<file path="src/hdl/bsfr_pkg.sv">
package bsfr_pkg;

  // Line framing bytes
  localparam logic [7:0] FLAG_BYTE = 8'h7E;
  localparam logic [7:0] ESC_BYTE  = 8'h7D;
  localparam logic [7:0] ESC_XOR   = 8'h20;

  // Register reset values
  localparam logic [7:0] EXP_ADDR_RST    = 8'h03;
  localparam logic [8:0] MAX_PAYLOAD_RST = 9'd250;

  localparam int PAYLOAD_LIMIT_DEF = 256;

  // Configuration register indexes
  localparam int CFG_IDX_W = 1;
  localparam logic [CFG_IDX_W-1:0] REG_EXP_ADDR    = 1'b0;
  localparam logic [CFG_IDX_W-1:0] REG_MAX_PAYLOAD = 1'b1;

  typedef enum logic [2:0] {
    ST_BYTE     = 3'd0,
    ST_GOOD     = 3'd1,
    ST_HDR_ERR  = 3'd2,
    ST_DATA_ERR = 3'd3,
    ST_BAD_ESC  = 3'd4,
    ST_OVERFLOW = 3'd5
  } status_t;

  typedef struct packed {
    logic [7:0] exp_addr;
    logic [8:0] max_payload;
  } cfg_t;

endpackage

</file>
<file path="src/hdl/bsfr_ifs.sv">
interface bsfr_in_if;
  logic       valid;
  logic       ready;
  logic [7:0] rx_byte;

  modport source (output valid, output rx_byte, input ready);
  modport sink   (input valid, input rx_byte, output ready);
endinterface

interface bsfr_out_if;
  logic       valid;
  logic       ready;
  logic [2:0] status;
  logic [7:0] data_byte;
  logic [7:0] control_byte;
  logic [8:0] frame_length;

  modport source (output valid, output status, output data_byte, output control_byte,
                  output frame_length, input ready);
  modport sink   (input valid, input status, input data_byte, input control_byte,
                  input frame_length, output ready);
endinterface

interface bsfr_cfg_if;
  import bsfr_pkg::*;
  logic                 valid;
  logic                 ready;
  logic [CFG_IDX_W-1:0] index;
  logic [8:0]           data;

  modport source (output valid, output index, output data, input ready);
  modport sink   (input valid, input index, input data, output ready);
endinterface

</file>
<file path="src/hdl/bsfr_cfg_regs.sv">
module bsfr_cfg_regs (
  input  logic              clk,
  input  logic              rst_n,
  bsfr_cfg_if.sink          cfg_if,
  output bsfr_pkg::cfg_t    cfg
);
  import bsfr_pkg::*;

  cfg_t cfg_r;

  assign cfg_if.ready = 1'b1;
  assign cfg          = cfg_r;

  always_ff @(posedge clk) begin
    if (!rst_n) begin
      cfg_r.exp_addr    <= EXP_ADDR_RST;
      cfg_r.max_payload <= MAX_PAYLOAD_RST;
    end else if (cfg_if.valid) begin
      unique case (cfg_if.index)
        REG_EXP_ADDR:    cfg_r.exp_addr    <= cfg_if.data[7:0];
        REG_MAX_PAYLOAD: cfg_r.max_payload <= cfg_if.data;
      endcase
    end
  end

endmodule

</file>
<file path="src/hdl/bsfr_deframer.sv">
module bsfr_deframer #(
  parameter int PAYLOAD_LIMIT = bsfr_pkg::PAYLOAD_LIMIT_DEF
) (
  input  logic           clk,
  input  logic           rst_n,
  input  bsfr_pkg::cfg_t cfg,
  bsfr_in_if.sink        in_if,
  bsfr_out_if.source     out_if
);
  import bsfr_pkg::*;

  localparam int CNT_W = $clog2(PAYLOAD_LIMIT + 1);
  localparam int CMP_W = (CNT_W > 9) ? CNT_W : 9;
  localparam logic [CMP_W-1:0] LIMIT_C = CMP_W'(PAYLOAD_LIMIT);

  typedef enum logic [2:0] {
    PH_HUNT = 3'd0,
    PH_ADDR = 3'd1,
    PH_CTRL = 3'd2,
    PH_HDR  = 3'd3,
    PH_DATA = 3'd4
  } phase_t;

  // input stage
  logic       stg_v_r;
  logic [7:0] stg_byte_r;

  // frame state
  phase_t           phase_r, phase_nxt;
  logic             esc_r, esc_nxt;
  logic [7:0]       ctrl_r, ctrl_nxt;
  logic [7:0]       par_r, par_nxt;
  logic [7:0]       held_r, held_nxt;
  logic             held_v_r, held_v_nxt;
  logic [CNT_W-1:0] cnt_r, cnt_nxt;

  // result register
  logic       out_v_r;
  status_t    out_st_r;
  logic [7:0] out_data_r;
  logic [7:0] out_ctrl_r;
  logic [8:0] out_len_r;

  logic       res_v;
  status_t    res_st;
  logic [7:0] res_data;
  logic [8:0] res_len;

  logic       advance;
  logic [7:0] b;
  logic       dst_ok;
  logic [7:0] dst_val;
  logic       hdr_chk;
  logic [7:0] hdr_d;
  logic       take;
  logic [7:0] take_d;
  logic [CMP_W-1:0] limit;
  logic [CMP_W-1:0] mp_ext;
  logic [CMP_W-1:0] cnt_ext;

  assign advance     = stg_v_r && (!out_v_r || out_if.ready);
  assign in_if.ready = !stg_v_r || advance;

  assign b       = stg_byte_r;
  assign dst_ok  = (b == (FLAG_BYTE ^ ESC_XOR)) || (b == (ESC_BYTE ^ ESC_XOR));
  assign dst_val = b ^ ESC_XOR;
  assign mp_ext  = CMP_W'(cfg.max_payload);
  assign cnt_ext = CMP_W'(cnt_r);
  assign limit   = (mp_ext < LIMIT_C) ? mp_ext : LIMIT_C;

  always_comb begin
    phase_nxt  = phase_r;
    esc_nxt    = esc_r;
    ctrl_nxt   = ctrl_r;
    par_nxt    = par_r;
    held_nxt   = held_r;
    held_v_nxt = held_v_r;
    cnt_nxt    = cnt_r;
    res_v      = 1'b0;
    res_st     = ST_BYTE;
    res_data   = 8'h00;
    res_len    = 9'd0;
    hdr_chk    = 1'b0;
    hdr_d      = b;
    take       = 1'b0;
    take_d     = b;

    unique case (phase_r)
      PH_ADDR: begin
        if (b == cfg.exp_addr) begin
          phase_nxt = PH_CTRL;
        end else if (b != FLAG_BYTE) begin
          phase_nxt = PH_HUNT;
        end
      end
      PH_CTRL: begin
        ctrl_nxt  = b;
        esc_nxt   = 1'b0;
        phase_nxt = PH_HDR;
      end
      PH_HDR: begin
        if (esc_r) begin
          esc_nxt = 1'b0;
          if (b == FLAG_BYTE) begin
            phase_nxt = PH_ADDR;
            res_v     = 1'b1;
            res_st    = ST_BAD_ESC;
          end else if (!dst_ok) begin
            phase_nxt = PH_HUNT;
            res_v     = 1'b1;
            res_st    = ST_BAD_ESC;
          end else begin
            hdr_chk = 1'b1;
            hdr_d   = dst_val;
          end
        end else if (b == ESC_BYTE) begin
          esc_nxt = 1'b1;
        end else if (b == FLAG_BYTE) begin
          phase_nxt = PH_ADDR;
        end else begin
          hdr_chk = 1'b1;
        end
        if (hdr_chk) begin
          if (hdr_d == (cfg.exp_addr ^ ctrl_r)) begin
            phase_nxt  = PH_DATA;
            par_nxt    = 8'h00;
            held_nxt   = 8'h00;
            held_v_nxt = 1'b0;
            cnt_nxt    = '0;
          end else begin
            phase_nxt = PH_HUNT;
            res_v     = 1'b1;
            res_st    = ST_HDR_ERR;
          end
        end
      end
      PH_DATA: begin
        if (esc_r) begin
          esc_nxt = 1'b0;
          if (b == FLAG_BYTE) begin
            phase_nxt  = PH_ADDR;
            held_v_nxt = 1'b0;
            res_v      = 1'b1;
            res_st     = ST_BAD_ESC;
          end else if (!dst_ok) begin
            phase_nxt  = PH_HUNT;
            held_v_nxt = 1'b0;
            res_v      = 1'b1;
            res_st     = ST_BAD_ESC;
          end else begin
            take   = 1'b1;
            take_d = dst_val;
          end
        end else if (b == ESC_BYTE) begin
          esc_nxt = 1'b1;
        end else if (b == FLAG_BYTE) begin
          // closing flag: held byte is the check byte
          phase_nxt  = PH_ADDR;
          held_v_nxt = 1'b0;
          res_v      = 1'b1;
          if (held_v_r && (held_r == par_r)) begin
            res_st  = ST_GOOD;
            res_len = cnt_ext[8:0];
          end else begin
            res_st = ST_DATA_ERR;
          end
        end else begin
          take = 1'b1;
        end
      end
      default: begin
        phase_nxt = (b == FLAG_BYTE) ? PH_ADDR : PH_HUNT;
        esc_nxt   = 1'b0;
      end
    endcase

    // release the held byte and hold the new one, or report an overflow at the limit
    if (take) begin
      if (held_v_r && (cnt_ext >= limit)) begin
        phase_nxt  = PH_HUNT;
        held_v_nxt = 1'b0;
        res_v      = 1'b1;
        res_st     = ST_OVERFLOW;
      end else begin
        if (held_v_r) begin
          res_v    = 1'b1;
          res_st   = ST_BYTE;
          res_data = held_r;
          par_nxt  = par_r ^ held_r;
          cnt_nxt  = cnt_r + 1'b1;
        end
        held_nxt   = take_d;
        held_v_nxt = 1'b1;
      end
    end
  end

  always_ff @(posedge clk) begin
    if (!rst_n) begin
      stg_v_r  <= 1'b0;
      out_v_r  <= 1'b0;
      phase_r  <= PH_HUNT;
      esc_r    <= 1'b0;
      ctrl_r   <= 8'h00;
      par_r    <= 8'h00;
      held_r   <= 8'h00;
      held_v_r <= 1'b0;
      cnt_r    <= '0;
    end else begin
      if (in_if.ready) begin
        stg_v_r <= in_if.valid;
      end
      if (advance) begin
        out_v_r  <= res_v;
        phase_r  <= phase_nxt;
        esc_r    <= esc_nxt;
        ctrl_r   <= ctrl_nxt;
        par_r    <= par_nxt;
        held_r   <= held_nxt;
        held_v_r <= held_v_nxt;
        cnt_r    <= cnt_nxt;
      end else if (out_if.ready) begin
        out_v_r <= 1'b0;
      end
    end
  end

  always_ff @(posedge clk) begin
    if (in_if.ready && in_if.valid) begin
      stg_byte_r <= in_if.rx_byte;
    end
    if (advance) begin
      out_st_r   <= res_st;
      out_data_r <= res_data;
      out_ctrl_r <= ctrl_r;
      out_len_r  <= res_len;
    end
  end

  assign out_if.valid        = out_v_r;
  assign out_if.status       = out_st_r;
  assign out_if.data_byte    = out_data_r;
  assign out_if.control_byte = out_ctrl_r;
  assign out_if.frame_length = out_len_r;

`ifndef SYNTHESIS
  a_len_only_good: assert property (@(posedge clk) disable iff (!rst_n)
    (out_v_r && (out_st_r != ST_GOOD)) |-> (out_len_r == 9'd0))
    else $error("frame length set on a non-good result");

  a_data_only_byte: assert property (@(posedge clk) disable iff (!rst_n)
    (out_v_r && (out_st_r != ST_BYTE)) |-> (out_data_r == 8'h00))
    else $error("data byte set on a status result");

  a_cnt_bound: assert property (@(posedge clk) disable iff (!rst_n)
    cnt_ext <= LIMIT_C)
    else $error("payload count beyond limit");

  a_esc_phase: assert property (@(posedge clk) disable iff (!rst_n)
    esc_r |-> ((phase_r == PH_HDR) || (phase_r == PH_DATA)))
    else $error("escape pending outside header check or payload");

  a_stall_holds_state: assert property (@(posedge clk) disable iff (!rst_n)
    !advance |=> $stable(phase_r) && $stable(cnt_r) && $stable(par_r))
    else $error("frame state moved without an advancing request");
`endif

endmodule

</file>
<file path="src/hdl/byte_stuffed_frame_receiver_unit.sv">
// Channel   Dir  Handshake      Payload
// in_if     in   valid/ready    rx_byte[7:0] raw line byte
// out_if    out  valid/ready    status[2:0] data_byte[7:0] control_byte[7:0]
//                               frame_length[8:0]
// cfg_if    in   valid/ready    index[0] data[8:0] (0 address, 1 max payload)
//
// One request per cycle while results are taken; a byte's result register is
// loaded from the input stage by one pass of deframing logic.
// Payload bytes appear one line byte late: the byte before a closing flag is
// the data check byte and is never shown as payload.
// rst_n is synchronous, active low; registers return to their reset values
// and the deframer hunts for a flag.
// A stalled result stalls the input stage only; cfg_if is always ready.
module byte_stuffed_frame_receiver_unit #(
  parameter int PAYLOAD_LIMIT = bsfr_pkg::PAYLOAD_LIMIT_DEF
) (
  input  logic       clk,
  input  logic       rst_n,
  bsfr_in_if.sink    in_if,
  bsfr_out_if.source out_if,
  bsfr_cfg_if.sink   cfg_if
);
  import bsfr_pkg::*;

  cfg_t cfg;

  // address and payload limit registers
  bsfr_cfg_regs u_cfg (
    .clk    (clk),
    .rst_n  (rst_n),
    .cfg_if (cfg_if),
    .cfg    (cfg)
  );

  // flag hunt, header check, destuffing and data check
  bsfr_deframer #(
    .PAYLOAD_LIMIT (PAYLOAD_LIMIT)
  ) u_deframer (
    .clk    (clk),
    .rst_n  (rst_n),
    .cfg    (cfg),
    .in_if  (in_if),
    .out_if (out_if)
  );

endmodule

</file>
<file path="src/flat_wrapper.sv">
// flat-port wrapper written by rule: the top's interface ports become plain ports
module byte_stuffed_frame_receiver_unit_flat import bsfr_pkg::*;
#(
  parameter int PAYLOAD_LIMIT = bsfr_pkg::PAYLOAD_LIMIT_DEF
)
  (clk, rst_n, in_if_valid, in_if_rx_byte, in_if_ready, out_if_valid, out_if_status, out_if_data_byte, out_if_control_byte, out_if_frame_length, out_if_ready, cfg_if_valid, cfg_if_index, cfg_if_data, cfg_if_ready);
  bsfr_in_if in_if_i ();
  bsfr_out_if out_if_i ();
  bsfr_cfg_if cfg_if_i ();
  input  logic clk;
  input  logic rst_n;
  input wire logic [$bits(in_if_i.valid)-1:0] in_if_valid;
  input wire logic [$bits(in_if_i.rx_byte)-1:0] in_if_rx_byte;
  output wire logic [$bits(in_if_i.ready)-1:0] in_if_ready;
  output wire logic [$bits(out_if_i.valid)-1:0] out_if_valid;
  output wire logic [$bits(out_if_i.status)-1:0] out_if_status;
  output wire logic [$bits(out_if_i.data_byte)-1:0] out_if_data_byte;
  output wire logic [$bits(out_if_i.control_byte)-1:0] out_if_control_byte;
  output wire logic [$bits(out_if_i.frame_length)-1:0] out_if_frame_length;
  input wire logic [$bits(out_if_i.ready)-1:0] out_if_ready;
  input wire logic [$bits(cfg_if_i.valid)-1:0] cfg_if_valid;
  input wire logic [$bits(cfg_if_i.index)-1:0] cfg_if_index;
  input wire logic [$bits(cfg_if_i.data)-1:0] cfg_if_data;
  output wire logic [$bits(cfg_if_i.ready)-1:0] cfg_if_ready;
  assign in_if_i.valid = in_if_valid;
  assign in_if_i.rx_byte = in_if_rx_byte;
  assign in_if_ready = in_if_i.ready;
  assign out_if_valid = out_if_i.valid;
  assign out_if_status = out_if_i.status;
  assign out_if_data_byte = out_if_i.data_byte;
  assign out_if_control_byte = out_if_i.control_byte;
  assign out_if_frame_length = out_if_i.frame_length;
  assign out_if_i.ready = out_if_ready;
  assign cfg_if_i.valid = cfg_if_valid;
  assign cfg_if_i.index = cfg_if_index;
  assign cfg_if_i.data = cfg_if_data;
  assign cfg_if_ready = cfg_if_i.ready;
  byte_stuffed_frame_receiver_unit #(.PAYLOAD_LIMIT(PAYLOAD_LIMIT)) u_core (.clk(clk), .rst_n(rst_n), .in_if(in_if_i), .out_if(out_if_i), .cfg_if(cfg_if_i));
endmodule
</file>
<file path="config.mk">
export PLATFORM = sky130hd
export DESIGN_NAME = byte_stuffed_frame_receiver_unit_flat
export DESIGN_NICKNAME = d
export VERILOG_FILES = /design/src/hdl/bsfr_pkg.sv /design/src/hdl/bsfr_ifs.sv /design/src/hdl/bsfr_cfg_regs.sv /design/src/hdl/bsfr_deframer.sv /design/src/hdl/byte_stuffed_frame_receiver_unit.sv /design/src/flat_wrapper.sv
export SDC_FILE = /design/constraint.sdc
export NUM_CORES = 1
export LEC_CHECK = 0
export BUFFER_PORTS_ARGS = -buffer_cell sky130_fd_sc_hd__buf_2
export CORE_MARGIN = 2
export CORE_UTILIZATION = 58
export DETAILED_ROUTE_END_ITERATION = 8
export GPL_TIMING_DRIVEN = 0
export PLACE_DENSITY_LB_ADDON = 0.1
export SLEW_MARGIN = 20
export SYNTH_ARGS = -nofsm -noshare
export SYNTH_HDL_FRONTEND = slang
export SYNTH_SLANG_ARGS = --single-unit
</file>
<file path="constraint.sdc">
create_clock -name clk -period 2.83 [get_ports clk]
set_input_delay 0.283 -clock clk [delete_from_list [all_inputs] [get_ports clk]]
set_output_delay 0.283 -clock clk [all_outputs]
set_load 0.05 [all_outputs]
</file>
Word-level counts from Yosys, hierarchy flattened:

Index checks and enable logic that the tools add are counted.

* input port bits: 23
* logic and storage cells: 148
* flip-flop bits (word level): 93
* output and inout port bits: 31

* bitwise gates (word level): 10
* order comparisons: 2
* equal/unequal tests: 17
* reductions and logical operators: 19
* mux-type cells: 83
* $add $sub $neg: 1

Operators by type and width (count)
* $mux 8: 12
* $mux 9: 7
* $mux 3: 20
* $eq 8x7->1 const B: 4
* $mux 1: 32
* $eq 8x8->1: 3
* $mux 6: 4
* $xor 8x8->8: 2
* $ne 4x4->1 const B: 3
* $pmux 3 s4: 1
* $add 9x1->9 const B: 1
* $ge 9x9->1: 1
* $lt 9x9->1 const B: 1
* $ne 8x7->1 const B: 1
* $not 1->1: 8
* $reduce_and 2->1: 4
* $reduce_and 7->1: 1
* $eq 3x2->1 const B: 2
* $mux 2: 3
* $ne 3x3->1 const B: 2
* $pmux 1 s2: 3
* $pmux 3 s2: 1
* $reduce_or 5->1: 1
* $logic_and 1x1->1: 4
* 8 further kinds: 11

Depth between registers and ports, before layout:

Gate-level depths: netlist (run 1).

* depth in word-level cells: 14
* depth in mapped cells: 11
* depth with buffers taken out: 9

Cells and area by module:

A second synthesis (run 1) with hierarchy kept.

* cell total of the unflattened synthesis: 501
* area, all modules: 4883.4 um^2

Modules (own cells, without submodules)
* bsfr_deframer: area an instance 4184.0 um^2, cells each 423, times used 1
* bsfr_cfg_regs: area an instance 699.4 um^2, cells each 78, times used 1

Worst setup path after synthesis (run 1):

Ideal clock, no wire load.

* path type: register -> register
* from: reg u_core.u_deframer.out_v_r, in the netlist u_core.u_deframer.out_if.valid
* to: reg u_core.u_deframer.phase_r[1]
* slack: 0.307 ns
* stages on the path, launching flop included: 8
* data required time: 2.770 ns
* path buffers: 1
* library setup time: 0.060 ns
* arrival: 2.462 ns
* cells stage by stage: dfxtp_1 > nor2b_1 > nand2b_1 > clkinv_1 > clkbuf_1 > o211ai_1 > a21oi_1 > a22o_1

* cells in the longest elaborated chain, start to end: 3

Ends and longest elaborated chain
* from (decl): line bsfr_deframer.sv:38 `logic out_v_r;`
* from (signal assigned): line bsfr_deframer.sv:214 `out_v_r <= res_v;`
* $logic_not 1->1: line bsfr_deframer.sv:61 `assign advance = stg_v_r && (!out_v_r || out_if.ready);`
* $logic_or 1x1->1: line bsfr_deframer.sv:61
* $logic_and 1x1->1: line bsfr_deframer.sv:61
* named net u_core.u_deframer.advance: line bsfr_deframer.sv:49 `logic advance;`
* to (signal assigned): line bsfr_deframer.sv:215 `phase_r <= phase_nxt;`
* to (decl): line bsfr_deframer.sv:29 `phase_t phase_r, phase_nxt;`

The timed path passes the listed nets, and every way through them passes these cells.
A chain may end at the register's enable or synchronous reset.

Worst setup path in the final report (run 1):

* from: reg u_core.u_cfg.cfg_r (netlist bit u_core.u_cfg.cfg[8])
* to: reg u_core.u_deframer.out_st_r[0], in the netlist u_core.u_deframer.out_if.status[0] (data pin)

* cells in the longest elaborated chain, start to end: 6

Ends and longest elaborated chain
* from (decl): line bsfr_cfg_regs.sv:9 `cfg_t cfg_r;`
* $lt 9x9->1: line bsfr_deframer.sv:69 `assign limit = (mp_ext < LIMIT_C) ? mp_ext : LIMIT_C;`
* $mux 9 (*): line bsfr_deframer.sv:69
* $ge 9x9->1 (*): line bsfr_deframer.sv:179 `if (held_v_r && (cnt_ext >= limit)) begin`
* $logic_and 1x1->1 (*): line bsfr_deframer.sv:179
* $mux 3 (*): line bsfr_deframer.sv:179
* $mux 3 (*): line bsfr_deframer.sv:178 `if (take) begin`
* named net u_core.u_deframer.res_st[0]: line bsfr_deframer.sv:45 `status_t res_st;`
* to (signal assigned): line bsfr_deframer.sv:233 `out_st_r <= res_st;`
* to (decl): line bsfr_deframer.sv:39 `status_t out_st_r;`

Mark *: on every way through the listed nets, which the timed path passes. The rest lies on a longest branch.

==> flow_metrics.tcl, run 1 <==
set metrics [dict create \
    cp-start-kind "flop" \
    synth_area_per_cell_um2 9.78 \
    period_minus_slack_ps 2630 \
    cp-end-kind "flop" \
    synth_fa_ha_area_frac 0.0275 \
    row_count 32 \
    min_path_type "in2reg" \
    maxCapViolCount 0 \
    hp-start "in_if_rx_byte[1]" \
    synthSimpleGateAreaFrac 0.194 \
    grt_pass1_wl_um 16500 \
    tightest_slew_ps 746 \
    hold_ws_ps 91.3 \
    rsz0062_at_grt "no" \
    worstRegToRegCells 7 \
    totalWireLength_um 9850 \
    ys_ff_latch 93 \
    status "completed" \
    grt_pass1_vias 3460 \
    drt-wirelength-per-cell_um 15.5 \
    r2r_slack_ps 200 \
    drtPass1Iterations 4 \
    synth_xor_xnor_area_share 0.0669 \
    cp.required_ps 2990 \
    synth_top_cell_area_share 0.251 \
    grt-busiest-layer "met2" \
    setup_slack_ps 201 \
    finalSetupViolations 0 \
    mappedNetlistArea_mm2 0.00455 \
    die_w_um 92.6 \
    use_met1 0.324 \
    yosys.area.top_type "dfxtp_1" \
    drt_first_iter_violations 153 \
    instances_no_fill 635 \
    clk_latency_ps 360 \
    clkSlewWorstSetupHoldPaths_ps 90 \
    htree_levels 3 \
    drc 0 \
    clockBufferDepth 2 \
    post_cts_buffers 0 \
    synth_most_common_cell "nand2_1" \
    power_leakage_uw 0.00209 \
    critPathArrivalTime_ps 2790 \
    synthMuxAreaShare 0.0176 \
    io_pins 54 \
    synth_compound_area_frac 0.166 \
    relSlewSlack 0.501 \
    period_share 0.929 \
    synth_commonest_cells "nand2_1 (70), dfxtp_1 (57), edfxtp_1 (36)" \
    synth_nets 498 \
    grt_max_degree 23 \
    place_inst 619 \
    numPortBuffers 51 \
    syn_inst 465 \
    synthFlopType "dfxtp_1" \
    grt_use_total 0.246 \
    whs_endpoint "u_core.u_deframer.b[1]$_DFFE_PP_" \
    cts_buffers 9 \
    seq_area_frac_synth 0.489 \
    whs_path_depth 1 \
    hold_viol 0 \
    regToRegEndpoint "u_core.u_deframer.out_if.status[0]$_DFFE_PP_" \
    die_h_um 92.6 \
    initial_utilization 0.595 \
    grt_remaining_overflow 0 \
    detail-route-antenna-nets 0 \
    synth_top_family_by_area "simple AND/OR/NAND/NOR gates" \
    max-vdd-ir-drop_mv 0.294 \
    crit-reg2reg-launch "u_core.u_cfg.cfg[8]$_SDFFE_PN0P_" \
    p_per_area_mw_per_mm2 503 \
    max_freq_ghz 0.380 \
    path_class "reg2reg" \
    pre_cts_slack_ps 116 \
    drv_slew 0 \
    num-nets-final 561 \
    post_synth_num_cell_types 60 \
    num_vias 3620 \
    gp_congestion 0.873 \
    crit_fanout 10 \
    use_met3 0.0317 \
    die_area_mm2 0.00857 \
    synth.top_cells.by_area "dfxtp_1 (25%), edfxtp_1 (24%), nand2_1 (5.8%)" \
    core_mm2 0.00765 \
    layout-drive-gt1-share 0.154 \
    antenna_found_initial 0 \
    vias_per_cell 5.70 \
    cts_root_buffer "clkbuf_8" \
    synth-async-reset-ratio 0 \
    grt_use_met2 0.409 \
    finClkSkew_ps 7.40 \
    diodes 0 \
    syn_to_final_growth_pct 14.1 \
    dp_hpwl_um 7180 \
    cts_tree "yes" \
    clock-sinks 93 \
    yosysWarnings 0 \
    total_power_uw 2610 \
    synth-edff-count 36 \
]
-- flip-flops by register name, indices dropped and copies added, names as in the netlist --
signal and flops:
u_core.u_deframer.par_r 8, u_core.u_deframer.out_if.status 3, u_core.u_deframer.out_if.valid 1, u_core.u_deframer.stg_v_r 1, u_core.u_cfg.cfg 17, u_core.u_deframer.phase_r 3, u_core.u_deframer.b 8, u_core.u_deframer.out_if.data_byte 8
u_core.u_deframer.held_v_r 1, u_core.u_deframer.out_if.frame_length 9, u_core.u_deframer.out_if.control_byte 8, u_core.u_deframer.held_r 8, u_core.u_deframer.cnt_ext 9, u_core.u_deframer.ctrl_r 8, u_core.u_deframer.esc_r 1
-- cells in the final DEF, fill, tap and decap left out, types with 13 or more instances in the layout --
cell type / n
a21oi_1: 23
buf_2: 53
clkbuf_1: 15
dfxtp_1: 57
edfxtp_1: 36
inv_1: 16
nand2_1: 70
nand3_1: 26
nor2_1: 31
nor3_1: 14
o211ai_1: 16
xnor2_1: 13
-- critical path: stages (launching register included) --
cell	delay, ps
dfxtp_1	370
clkinv_1	200
ha_1	350
nand2_1	70
or3_1	450
nand3_2	200
clkbuf_1	420
a21boi_0	350
-- cells by family after synthesis --
kind of cell               Yosys count
muxes                                8
xor gates and xnor gates            26
AOI/OAI and AO/OA                  102
other                                1
adders and majority gates           10
buffers and inverters               41
and+or+nand+nor                    184
DFF                                 93
-- final cells by class --
class | count | area, um2
Clock inverter | 5 | 55.1
Fill cell | 619 | 2460
Tap cell | 102 | 128
Buffer | 23 | 109
Inverter | 18 | 67.6
Clock buffer | 11 | 163
Timing Repair Buffer | 52 | 283
Multi-Input combinational cell | 331 | 2160
Sequential cell | 93 | 2220
-- power breakdown --
part,leakage [uW],internal [uW],switching [uW]
clock,0.000109,485,459
combinational,0.00113,78.9,140
sequential,0.000849,1420,29.9
total,0.00209,1980,629
-- how the worst max path moves through the flow --
stage                                           startpoint                                      endpoint  slack, ps  cells past startpoint
2_1_floorplan  u_core.u_deframer.out_if.valid$_SDFFE_PN0P_     u_core.u_deframer.phase_r[1]$_SDFFE_PN0P_        310                      7
3_3_place_gp   u_core.u_deframer.out_if.valid$_SDFFE_PN0P_          u_core.u_deframer.esc_r$_SDFFE_PN0P_        -90                      7
3_5_place_dp              u_core.u_cfg.cfg[8]$_SDFFE_PN0P_      u_core.u_deframer.held_r[2]$_SDFFE_PN0P_        120                      8
4_1_cts                   u_core.u_cfg.cfg[8]$_SDFFE_PN0P_      u_core.u_deframer.held_r[2]$_SDFFE_PN0P_        100                      8
5_1_grt                   u_core.u_cfg.cfg[8]$_SDFFE_PN0P_     u_core.u_deframer.cnt_ext[2]$_SDFFE_PN0P_         30                     10
6_report                  u_core.u_cfg.cfg[8]$_SDFFE_PN0P_  u_core.u_deframer.out_if.status[0]$_DFFE_PP_        200                      7
-- repair_timing --
action | in CTS | in global routing
hold endpoints to repair | 0 | 0
setup endpoints to repair | 0 | 18
resized for setup | 0 | 2
hold buffers | 0 | 0
-- layer usage --
layer / vias to the layer above / share of wire
met5: - / 0
met4: 0 / 0.020
met3: 14 / 0.057
met2: 120 / 0.48
met1: 1664 / 0.44
li1: 1822 / -
-- through the flow --
stage,utilization,cell area [um2],setup TNS [ps]
after floorplan,-,4550,0
after global placement,0.645,4930,-338
after CTS,0.677,5180,0
after global routing,0.679,5190,0
after detailed placement,0.649,4960,0
final,0.679,5190,0
No activity file was read; power rests on OpenSTA's default activity.
==> run 2, diff against run 1 <==
--- a/config.mk
+++ b/config.mk
@@ -10,7 +10,7 @@
 export CORE_UTILIZATION = 58
 export DETAILED_ROUTE_END_ITERATION = 8
 export GPL_TIMING_DRIVEN = 0
-export PLACE_DENSITY_LB_ADDON = 0.1
+export PLACE_DENSITY = 0.79
 export SLEW_MARGIN = 20
 export SYNTH_ARGS = -nofsm -noshare
 export SYNTH_HDL_FRONTEND = slang
==> run 2 against run 1 <==
Via count rose by 2.3%. Critical endpoint is now u_core.u_deframer.held_r[0]$_SDFFE_PN0P_. Worst setup slack got worse by 20 ps. Global-route usage barely moved. Non-clock buffer count did not move. Cell area rose by 0.14%. Routed wire length rose by 4.6%. Sequential share of layout area fell by 0.062 points. Die area did not move. Total power rose by 1.8%. Combinational power barely moved.
==> flow_metrics.tcl, run 2 (same netlist as run 1, synthesis figures left out) <==
set metrics [dict create \
    fin_setup_tns_ps 0 \
    drv_slew 0 \
    io_pins 54 \
    post_cts_resized 0 \
    critPathArrivalTime_ps 2870 \
    core_mm2 0.00765 \
    drt-wirelength-per-cell_um 16.2 \
    status "completed" \
    drc 0 \
    totalWireLength_um 10300 \
    period_minus_slack_ps 2650 \
    most-common-layout-cells "nand2_1 (70), dfxtp_1 (57), buf_2 (53), edfxtp_1 (36), nor2_1 (31)" \
    die_w_um 92.6 \
    clkSlewWorstSetupHoldPaths_ps 90 \
    path_delay_family "simple AND/OR/NAND/NOR gates" \
    max_freq_ghz 0.377 \
    numPortBuffers 51 \
    crit_chain "clkinv_1 > ha_1 > nand2_1 > or3_1 > a21boi_2 > or2_0 > clkbuf_1 > o211ai_1" \
    finClkSkew_ps 12.9 \
    min_path_type "in2reg" \
    max-vdd-ir-drop_mv 0.309 \
    die_h_um 92.6 \
    die_area_mm2 0.00857 \
    slowest_delay_ps 460 \
    total_power_uw 2660 \
    layout.cells.most_common "nand2_1" \
    hold_viol 0 \
    largest_reg_flops 17 \
    initial_utilization 0.595 \
    rsz0062_at_grt "yes" \
    cts.hold.buffers_added 0 \
    drt_first_iter_violations 200 \
    vias_per_cell 5.83 \
    grt_use_total 0.246 \
    gp_congestion 0.865 \
    clockBufferDepth 2 \
    grt_pass1_vias 3435 \
    row_count 32 \
    finalSetupViolations 0 \
    cp.required_ps 3060 \
    cp-start-kind "flop" \
    p_per_area_mw_per_mm2 511 \
    cts_tree "yes" \
    tightest_slew_ps 712 \
    antenna_found_initial 0 \
    grt_pass1_wl_um 16500 \
    path_class "reg2reg" \
    detail-route-antenna-nets 0 \
    crit_fanout 9 \
    num-nets-final 561 \
    post_cts_buffers 0 \
    cts_buffers 9 \
    htree_levels 3 \
    power_leakage_uw 0.00209 \
    dp_hpwl_um 7550 \
    period_share 0.936 \
    cts_root_buffer "clkbuf_8" \
    grt_remaining_overflow 0 \
    num_vias 3705 \
    clk_latency_ps 360 \
    drtPass1Iterations 5 \
    diodes 0 \
    clock-sinks 93 \
    cp_slowest_cell "or3_1" \
    relSlewSlack 0.523 \
    syn_to_final_growth_pct 14.3 \
    num-fill-cells 617 \
    layout-drive-gt1-share 0.156 \
    grt_max_degree 27 \
    cp_num_buf_inv 2 \
    maxCapViolCount 0 \
    cp-end-kind "flop" \
]
## run 2: layer usage
metal	vias to the layer above	wire, um	global-route usage
met2	117	5020	0.410
met5	-	0	0
met1	1762	4560	0.324
li1	1816	-	-
met4	0	127	0.0846
met3	10	598	0.0464
## run 2: cell type report
type                    instances  area [um2]  share of cell area
flip-flops and latches         93        2220               0.428
multi-input cells             331        2160               0.416
repair buffers                 52         283              0.0544
clock buffers                  11         141              0.0272
well taps                     102         128              0.0246
plain buffers                  23         110              0.0212
clock inverters                 5        82.6              0.0159
inverters                      18        67.6              0.0130
## run 2: stage by stage
stage	hold slack (ps)	area (um2)	utilization	worst slack, ps	std cells
after detailed placement	448	4960	0.649	52.0	619
after global routing	76.8	5200	0.679	-0.999	635
after floorplan	382	4550	-	307	465
after global placement	445	4930	0.645	-62.4	618
after CTS	86.1	5180	0.678	33.5	635
final	92.2	5200	0.679	181	635
## run 2: path summary, 6_finish.rpt
check	start	endpoint	slack [ps]	cells past startpoint
setup / recovery	u_core.u_cfg.cfg[8]$_SDFFE_PN0P_	u_core.u_deframer.held_r[0]$_SDFFE_PN0P_	180	8
hold / removal	in_if_rx_byte[0]	u_core.u_deframer.b[0]$_DFFE_PP_	90	1
setup reg to reg	u_core.u_cfg.cfg[8]$_SDFFE_PN0P_	u_core.u_deframer.held_r[0]$_SDFFE_PN0P_	180	8
hold reg to reg	u_core.u_cfg.cfg[0]$_SDFFE_PN0P_	u_core.u_cfg.cfg[0]$_SDFFE_PN0P_	460	2
## run 2: where the power goes
| group | internal, uW | total, uW | switching (uW) |
|---|---|---|---|
| sequential | 1420 | 1450 | 29.9 |
| combinational | 79.1 | 220 | 141 |
| clock | 527 | 989 | 461 |
| total | 2020 | 2660 | 633 |
